`config.mk`:
```
export PLATFORM = sky130hd
export DESIGN_NAME = sync_xor_frame_receiver
export DESIGN_NICKNAME = d
export VERILOG_FILES = /design/src/rtl/core/sxfr_pkg.sv /design/src/rtl/core/sync_xor_frame_receiver.sv /design/src/rtl/core/sxfr_front.sv /design/src/rtl/core/sxfr_queue.sv /design/src/rtl/core/sxfr_back.sv
export SDC_FILE = /design/constraint.sdc
export NUM_CORES = 1
export LEC_CHECK = 0
export BUFFER_PORTS_ARGS = -buffer_cell sky130_fd_sc_hd__buf_2
export CAP_MARGIN = 20
export CORE_MARGIN = 4
export CORE_UTILIZATION = 59
export CTS_CLUSTER_DIAMETER = 80
export DETAILED_ROUTE_END_ITERATION = 8
export GPL_TIMING_DRIVEN = 0
export PLACE_DENSITY_LB_ADDON = 0.25
export SETUP_SLACK_MARGIN = 0.5
export SYNTH_ARGS = -nofsm -noshare
export SYNTH_HDL_FRONTEND = slang
export SYNTH_SLANG_ARGS = --single-unit
export TNS_END_PERCENT = 50
```
`constraint.sdc`:
```
create_clock -name clock -period 3.1 [get_ports clock]
set_input_delay 0.155 -clock clock [delete_from_list [all_inputs] [get_ports clock]]
set_output_delay 0.155 -clock clock [all_outputs]
set_load 0.01 [all_outputs]
```
`src/rtl/core/sxfr_pkg.sv`:
```
// shared types and constants for the sync xor frame receiver
package sxfr_pkg;

   // byte that opens every frame
   localparam logic [7:0] SYNC_BYTE = 8'haa;

   // number of body bytes carried in a report (frame bytes 1..6)
   localparam int NUM_BODY = 6;

   // depth of the queue between front and back (power of two)
   localparam int QUEUE_DEPTH = 2;

   // frame status codes
   localparam logic [1:0] ST_GOOD  = 2'd0;
   localparam logic [1:0] ST_BAD   = 2'd1;
   localparam logic [1:0] ST_TRUNC = 2'd2;

   typedef logic [7:0] byte_type;

   // one frame report as it travels from front to back
   typedef struct packed {
      byte_type [NUM_BODY-1:0] body;
      byte_type                check;
      logic [1:0]              status;
   } report_type;

endpackage

```
`src/rtl/core/sync_xor_frame_receiver.sv`:
```
// top level of the sync xor frame receiver
// throughput: one byte request per cycle, sustained while the report queue has room
// a report passes from the front end into the queue, then into the output register that drives rsp_ ports
// the front end pushes its report combinationally from the byte; a stalled response side holds it back
// reset: synchronous, active high; clears frame state, queue pointers and rsp_valid
module sync_xor_frame_receiver #(
   parameter int FRAME_LEN = 8
) (
   input  logic       clock,
   input  logic       reset,
   // byte request channel
   input  logic       req_valid,
   output logic       req_stall,
   input  logic [7:0] req_rx_byte,
   // frame report channel
   output logic       rsp_valid,
   input  logic       rsp_stall,
   output logic [7:0] rsp_header_byte,
   output logic [7:0] rsp_sequence_byte,
   output logic [7:0] rsp_device_id,
   output logic [7:0] rsp_command_byte,
   output logic [7:0] rsp_param_low,
   output logic [7:0] rsp_param_high,
   output logic [7:0] rsp_check_byte,
   output logic [1:0] rsp_frame_status
);

   // handshake between the parts
   logic                 accept;
   logic                 push;
   sxfr_pkg::report_type push_item;
   logic                 q_full;
   logic                 q_pop;
   logic                 q_not_empty;
   sxfr_pkg::report_type q_item;
   sxfr_pkg::report_type out_item;

   // hold off requests whenever the queue cannot take a report
   assign req_stall = q_full;
   assign accept    = req_valid && !q_full;

   // front end tracks the open frame and builds reports
   sxfr_front #(
      .FRAME_LEN (FRAME_LEN)
   ) u_front (
      .clock      (clock),
      .reset      (reset),
      .byte_valid (accept),
      .byte_data  (req_rx_byte),
      .push       (push),
      .push_item  (push_item)
   );

   // decouples the front end from a stalled response side
   sxfr_queue u_queue (
      .clock     (clock),
      .reset     (reset),
      .push      (push),
      .push_item (push_item),
      .full      (q_full),
      .pop       (q_pop),
      .not_empty (q_not_empty),
      .pop_item  (q_item)
   );

   // output register drives the report channel
   sxfr_back u_back (
      .clock       (clock),
      .reset       (reset),
      .q_not_empty (q_not_empty),
      .q_item      (q_item),
      .q_pop       (q_pop),
      .out_valid   (rsp_valid),
      .out_stall   (rsp_stall),
      .out_item    (out_item)
   );

   // body bytes in frame order: header first
   assign rsp_header_byte   = out_item.body[0];
   assign rsp_sequence_byte = out_item.body[1];
   assign rsp_device_id     = out_item.body[2];
   assign rsp_command_byte  = out_item.body[3];
   assign rsp_param_low     = out_item.body[4];
   assign rsp_param_high    = out_item.body[5];
   assign rsp_check_byte    = out_item.check;
   assign rsp_frame_status  = out_item.status;

endmodule

```
`src/rtl/core/sxfr_front.sv`:
```
// front end: frame tracking, running xor and report generation
module sxfr_front #(
   parameter int FRAME_LEN = 8
) (
   input  logic                  clock,
   input  logic                  reset,
   input  logic                  byte_valid,
   input  logic [7:0]            byte_data,
   output logic                  push,
   output sxfr_pkg::report_type  push_item
);

   localparam int STORE_LEN = FRAME_LEN - 1;
   localparam int IW        = $clog2(FRAME_LEN);
   localparam logic [IW-1:0] STORE_LAST = IW'(STORE_LEN);

   logic                  open_ff, open_in;
   logic [IW-1:0]         index_ff, index_in;
   logic [7:0]            xor_ff, xor_in;
   sxfr_pkg::byte_type [sxfr_pkg::NUM_BODY-1:0] body_ff;

   logic is_sync;
   logic storing;
   logic closing;

   assign is_sync = (byte_data == sxfr_pkg::SYNC_BYTE);
   assign storing = byte_valid && !is_sync && open_ff && (index_ff < STORE_LAST);
   assign closing = byte_valid && !is_sync && open_ff && (index_ff >= STORE_LAST);

   always_comb begin
      open_in  = open_ff;
      index_in = index_ff;
      xor_in   = xor_ff;
      if (byte_valid && is_sync) begin
         open_in  = 1'b1;
         index_in = IW'(1);
         xor_in   = sxfr_pkg::SYNC_BYTE;
      end else if (storing) begin
         index_in = index_ff + IW'(1);
         xor_in   = xor_ff ^ byte_data;
      end else if (closing) begin
         open_in  = 1'b0;
         index_in = '0;
         xor_in   = '0;
      end
   end

   always_ff @(posedge clock) begin
      if (reset) begin
         open_ff  <= 1'b0;
         index_ff <= '0;
         xor_ff   <= '0;
      end else begin
         open_ff  <= open_in;
         index_ff <= index_in;
         xor_ff   <= xor_in;
      end
   end

   // body bytes kept only for the reported positions; others stay zero
   always_ff @(posedge clock) begin
      for (int k = 0; k < sxfr_pkg::NUM_BODY; k++) begin
         if (reset || (k + 1 >= STORE_LEN)) begin
            body_ff[k] <= '0;
         end else if ((byte_valid && is_sync) || closing) begin
            body_ff[k] <= '0;
         end else if (storing && (index_ff == IW'(k + 1))) begin
            body_ff[k] <= byte_data;
         end
      end
   end

   // report on a sync inside an open frame or on the check byte
   assign push = (byte_valid && is_sync && open_ff) || closing;

   always_comb begin
      push_item.body = body_ff;
      if (is_sync) begin
         push_item.check  = '0;
         push_item.status = sxfr_pkg::ST_TRUNC;
      end else begin
         push_item.check  = byte_data;
         push_item.status = (xor_ff == byte_data) ? sxfr_pkg::ST_GOOD : sxfr_pkg::ST_BAD;
      end
   end

endmodule

```
`src/rtl/core/sxfr_queue.sv`:
```
// short report queue between front and back
module sxfr_queue (
   input  logic                  clock,
   input  logic                  reset,
   input  logic                  push,
   input  sxfr_pkg::report_type  push_item,
   output logic                  full,
   input  logic                  pop,
   output logic                  not_empty,
   output sxfr_pkg::report_type  pop_item
);

   localparam int DEPTH = sxfr_pkg::QUEUE_DEPTH;
   localparam int PW    = (DEPTH > 1) ? $clog2(DEPTH) : 1;
   localparam int CW    = $clog2(DEPTH + 1);

   sxfr_pkg::report_type mem_ff [DEPTH];
   logic [PW-1:0] wr_ptr_ff, wr_ptr_in;
   logic [PW-1:0] rd_ptr_ff, rd_ptr_in;
   logic [CW-1:0] count_ff, count_in;

   logic do_push;
   logic do_pop;

   assign full      = (count_ff == CW'(DEPTH));
   assign not_empty = (count_ff != '0);
   assign do_push   = push && !full;
   assign do_pop    = pop && not_empty;
   assign pop_item  = mem_ff[rd_ptr_ff];

   always_comb begin
      wr_ptr_in = do_push ? wr_ptr_ff + PW'(1) : wr_ptr_ff;
      rd_ptr_in = do_pop ? rd_ptr_ff + PW'(1) : rd_ptr_ff;
      count_in  = count_ff;
      if (do_push && !do_pop) begin
         count_in = count_ff + CW'(1);
      end else if (do_pop && !do_push) begin
         count_in = count_ff - CW'(1);
      end
   end

   always_ff @(posedge clock) begin
      if (reset) begin
         wr_ptr_ff <= '0;
         rd_ptr_ff <= '0;
         count_ff  <= '0;
      end else begin
         wr_ptr_ff <= wr_ptr_in;
         rd_ptr_ff <= rd_ptr_in;
         count_ff  <= count_in;
      end
   end

   always_ff @(posedge clock) begin
      if (do_push) begin
         mem_ff[wr_ptr_ff] <= push_item;
      end
   end

endmodule

```
`src/rtl/core/sxfr_back.sv`:
```
// back end: output register that presents reports on the response channel
module sxfr_back (
   input  logic                  clock,
   input  logic                  reset,
   input  logic                  q_not_empty,
   input  sxfr_pkg::report_type  q_item,
   output logic                  q_pop,
   output logic                  out_valid,
   input  logic                  out_stall,
   output sxfr_pkg::report_type  out_item
);

   logic                 valid_ff, valid_in;
   sxfr_pkg::report_type item_ff;
   logic                 load;

   // register is free when empty or its report is taken this cycle
   assign load     = !valid_ff || !out_stall;
   assign q_pop    = load && q_not_empty;
   assign valid_in = load ? q_not_empty : valid_ff;

   always_ff @(posedge clock) begin
      if (reset) begin
         valid_ff <= 1'b0;
      end else begin
         valid_ff <= valid_in;
      end
   end

   always_ff @(posedge clock) begin
      if (q_pop) begin
         item_ff <= q_item;
      end
   end

   assign out_valid = valid_ff;
   assign out_item  = item_ff;

endmodule
```
# After elaboration in Yosys (flattened, before gate mapping)
# Memory sizes are Yosys's and may differ from the RTL's. A register that Yosys moved wholly into a read port is not among the register bits.
# Index checks and enable logic that the tools add are counted.
# word_totals
ff_bits	65
ramBits	116
n_memories	1
out_inout_bits	60
# memory_table
name	depth	word_bits	rd	rd_clocked_by_memory_dff	wr	line	rtl
u_queue.mem_ff	2	58	1	1	1	sxfr_queue.sv:17	sxfr_pkg::report_type mem_ff [DEPTH];
# op_classes
bitwise	1
eq_ne	10
n_lt_le_gt_ge	2
reduce_logical	35
mux	15
addsub	5
# op_table
op	n
two-way mux 8 bit	3
logical AND 1 bit	18
two-way mux 10 bit	1
== test 3 bit (second input constant)	3
== test 8 bit	1
== test 8 bit (second input constant)	1
nonzero test 2 bit	4
bitwise XOR 8 bit	1
two-way mux 1 bit	7
== test 3 x 2 -> 1 bit (second input constant)	2
logical NOT 1 bit	6
two-way mux 3 bit	2
two-way mux 2 bit	2
OR reduction 2 bit	2
adder 3 x 1 -> 3 bit (second input constant)	1
== test 3 x 1 -> 1 bit (second input constant)	1
greater-or-equal comparator 3 bit (second input constant)	1
logical OR 1 bit	3
less-than comparator 3 bit (second input constant)	1
nonzero test 3 bit	1
adder 1 bit (second input constant)	2
adder 2 x 1 -> 2 bit (second input constant)	1
== test 2 bit (second input constant)	1
inequality test 2 bit (second input constant)	1
2 further kinds	2

# Logic depth before layout (Yosys ltp)
# logic_depth
ltp_word	12
ltp_mapped	9
mapped_depth_nobuf	9

# By module
# Synthesis repeated with hierarchy kept, for this count alone.
# hier_totals
cells_unflattened	581
hier_area_um2	8931.1
# by_module_without_submodules
mod	seq_area_each_um2	cells_each	n_inst	area_each_um2
sxfr_queue	3583.4	205	1	4401.7
sxfr_front	1201.2	313	1	2737.6
sxfr_back	1761.7	62	1	1778.0
sync_xor_frame_receiver	0.0	1	1	13.8

# Worst setup path after synthesis
# OpenSTA, ideal clock, no wires.
# synth_timing
path_type	reg2reg
from	register u_front.index_ff[0]
to	memory u_queue.mem_ff[1][0] (netlist name), enable pin
slack_ps	283
arrival_time_ps	2395
stages_incl_launch_ff	7
t_required_ps	2678
period_less_slack_ps	2817
path_buffers	0
setup_ps	422
cell_sequence	dfxtp_1 > ha_1 > ha_1 > a31o_2 > a21oi_1 > nor2_1 > and2_1
# synth_between
elab_chain_len	6
# synth_lines
element	line	rtl
start, declared	sxfr_front.sv:18	logic [IW-1:0] index_ff, index_in;
start signal, assigned	sxfr_front.sv:55	index_ff <= index_in;
greater-or-equal comparator 3 bit	sxfr_front.sv:28	assign closing = byte_valid && !is_sync && open_ff && (index_ff >= STORE_LAST);
logical AND 1 bit	sxfr_front.sv:28	
logical OR 1 bit	sxfr_front.sv:74	assign push = (byte_valid && is_sync && open_ff) || closing;
logical AND 1 bit	sxfr_queue.sv:27	assign do_push = push && !full;
net u_queue.do_push	sxfr_queue.sv:22	logic do_push;
two-way mux 1 bit	sxfr_queue.sv:55	if (do_push) begin
two-way mux 1 bit (implied by the code)	sxfr_queue.sv:56	mem_ff[wr_ptr_ff] <= push_item;
end, declared	sxfr_queue.sv:17	
# The timed path passes the listed nets, and every way through them passes these cells.

# Worst setup path in the final report
# layout_timing
from	register u_front.index_ff[0]
to	memory u_queue.mem_ff[0][40] (netlist name), enable pin
# layout_between
elab_chain_len	6
# layout_lines
element	line
greater-or-equal comparator 3 bit	sxfr_front.sv:28
logical AND 1 bit	sxfr_front.sv:28
logical OR 1 bit	sxfr_front.sv:74
logical AND 1 bit	sxfr_queue.sv:27
two-way mux 1 bit	sxfr_queue.sv:55
two-way mux 1 bit (implied by the code)	sxfr_queue.sv:56
# No other way between the ends.

==> results_dict.tcl <==
set metrics [dict create \
    status "finished clean" \
    relSlewSlack 0.4316 \
    cp_top_family "buffers and inverters" \
    fin_util 0.6886 \
    critPathSlowestCell "inv_2" \
    row_count 45 \
    grt-ovfl-total 0 \
    powerDensity_nw_per_um2 709.7 \
    synth_mux_area_frac 0.07160 \
    hold_violations 0 \
    grt_use_met1 0.2932 \
    cp.required_ns 3.29 \
    path_cells "ha_1 -> ha_1 -> a31o_2 -> a21oi_1 -> or3_1 -> inv_2 -> buf_12" \
    drv_slew 0 \
    top_usage_layer "met2" \
    nNetsFinal 736 \
    synth-simple-area-share 0.07173 \
    synth_cell_types 36 \
    regArea_um2 6526 \
    seq_area_frac_synth 0.7154 \
    sequentialPowerShare 0.523 \
    synth_fp_nets 635 \
    crit_top_cell "ha_1" \
    cts_tree "done" \
    crit_type "reg2reg" \
    cap_violations 0 \
    synthArstFlopShare 0 \
    cp_data_arrival_time_ns 2.72 \
    synth_top_family_by_area "compound AO/OA/AOI/OAI gates" \
    swShare 0.2448 \
    synth_compound_area_frac 0.08751 \
    coreArea_um2 15200 \
    fin_crit_ns 2.531 \
    grt_max_degree 32 \
    cts_setup_buffers 0 \
    max_freq_mhz 395.1 \
    multiInputGateArea_um2 2301 \
    post_drt_via_cell_ratio 6.062 \
    crit_start "u_front.index_ff[0]" \
    die_area_um2 17520 \
    area_growth_syn_to_layout_pct 14.74 \
    clockPowerShare 0.339 \
    synth_commonest_cells "174 x edfxtp_1, 65 x dfxtp_1, 61 x a21oi_1" \
    firstDrtPassIters 5 \
    clock-skew-final_ns 0.007221 \
    setup_viol 0 \
    clockBufferDepth 3 \
    grt_pass1_wl_um 29390 \
    hp-start "req_valid" \
    syn_area_um2 9122 \
    ant_nets 0 \
    ioPinCount 72 \
    clk_latency_ns 0.50 \
    cts_made_buffers 23 \
    via_count 5583 \
    grt_usage 0.2076 \
    ys_warn_count 0 \
    max_stage_delay_ns 0.53 \
    worst_slew_pin_slew_ns 0.8526 \
    synth_edf_count 174 \
    hold_slack_ns 0.1357 \
    yosysTopAreaCellShare 0.5728 \
    switchingPower_uw 1819 \
    critPathBufInv 2 \
    dpl.hpwl_um 11560 \
    synth_area_leaders "edfxtp_1 57%, dfxtp_1 14%, mux2_2 7.2%, o31ai_1 4.3%, nand4_1 3.4%" \
    p_int_uw 5610 \
    crit_fanout 30 \
    rsz0062_at_grt "true" \
    fillers 1039 \
    antenna_found_initial 0 \
    ctsHtreeMaxLevel 1 \
    leakage_uw 0.003725 \
    postSynthAreaPerCell_um2 14.81 \
    synth_area_leader_cell "edfxtp_1" \
    grt.met2_usage 0.3256 \
    synth-adder-area-share 0.009601 \
    synth-main-ff-cell "edfxtp_1" \
    combPwrFrac 0.138 \
    ys_ff_latch 239 \
    first_iter_violations 536 \
    antenna_cells 0 \
    grtUsageMet3 0.03473 \
    period_share 0.8165 \
    power.total_uw 7429 \
    numClockSinks 239 \
    peakVddDrop_v 0.0006675 \
    start_util 0.6001 \
    dieHeight_um 132.3 \
    cts_root_buf "clkbuf_16" \
    grt_pass1_vias 5686 \
    r2r-start "u_front.index_ff[0]" \
    synth-xor-area-share 0.01152 \
    place_congestion 0.8519 \
    portBuffers 71 \
    hp-class "in2reg" \
    timing.critical_path.to_type "flip-flop" \
    drc_errors 0 \
    routedWlPerCell_um 19.80 \
    synth_most_common_cell "edfxtp_1" \
    clk_pin_slew_ns 0.06 \
    routed_wl_um 18240 \
    cp-start-kind "flip-flop" \
    die_x_um 132.3 \
    synth_cells 616 \
    drive_above_1_share 0.2688 \
]
[final timing paths]
path | end | slack, ns | cells past startpoint
max | u_queue.mem_ff[0][40] | 0.57 | 7
min | u_front.open_ff | 0.14 | 4
max reg2reg | u_queue.mem_ff[0][40] | 0.57 | 7
min reg2reg | u_queue.mem_ff[0][23] | 0.46 | 0
[metal layers]
layer  up-vias  part of all wire
li1       2580                 -
met1      2710              0.43
met2       247              0.46
met3        46             0.076
met4         0             0.028
met5         -                 0
[cell usage in the layout (no fill, tap or decap), drive strengths merged, types with 4 or more instances in the layout]
cell,instances
nand4b,8
a31oi,4
a21oi,61
o21ai,10
dfxtp,65
nor2,12
clkbuf,62
xor2,10
buf,103
nand2,9
o31ai,52
clkinv,6
and2,10
inv,8
edfxtp,174
nand4,50
ha,7
mux2,58
[what timing repair did]
action / 4_1_cts / 5_1_grt
resized for setup: 0 / 1
hold buffers: 2 / 0
setup endpoints to repair: 0 / 58
endpoints found under the hold margin: 2 / 0
[worst min-delay path, delay by kind of cell]
family                 cells  cell delay [ns]
AO/OA/AOI/OAI              2             0.24
AND/OR/NAND/NOR            1             0.08
buffers and inverters      1             0.12
[final cells by class]
cell class | count | area share
Clock buffer | 33 | 0.06048
Buffer | 58 | 0.02558
Inverter | 8 | 0.002869
Sequential cell | 239 | 0.6235
Timing Repair Buffer | 76 | 0.04160
Clock inverter | 8 | 0.003705
Tap cell | 188 | 0.02247
Multi-Input combinational cell | 311 | 0.2198
[cell families (layout without fill, tap and decap cells)]
logic type | count (synthesis) | count (layout)
flops | 239 | 239
fa+ha+maj | 7 | 7
simple gates | 104 | 104
xor+xnor | 12 | 12
mux | 58 | 58
compound gates | 130 | 130
buf+inv | 66 | 183
[flip-flops by register name, summed over array words and instances (netlist names)]
name / cells
u_back.out_item: 58
u_back.out_valid: 1
u_front.index_ff: 3
u_front.open_ff: 1
u_front.push_item: 48
u_front.xor_ff: 8
u_queue.count_ff: 2
u_queue.mem_ff: 116
u_queue.rd_ptr_ff: 1
u_queue.wr_ptr_ff: 1
[power by group through the flow]
stage / Sequential, µW / Clock (µW) / Combinational, µW
6_report: 3890 / 2520 / 1020
5_1_grt: 3920 / 2680 / 1110
4_1_cts: 3890 / 2560 / 1040
3_5_place_dp: 3950 / 0 / 1040
3_3_place_gp: 3970 / 0 / 982
2_1_floorplan: 4140 / 0 / 420
[stage by stage]
step	instances	setup WS, ns	cell area (µm²)	setup TNS, ns
after floorplan	616	0.3349	9124	0
after global placement	875	-0.3218	9714	-18.45
after detailed placement	878	0.5792	9774	0
after CTS	921	0.5613	10470	0
after global routing	921	0.4503	10470	0
final	921	0.5687	10470	0
Note: power is estimated with default switching activity, not from simulation.
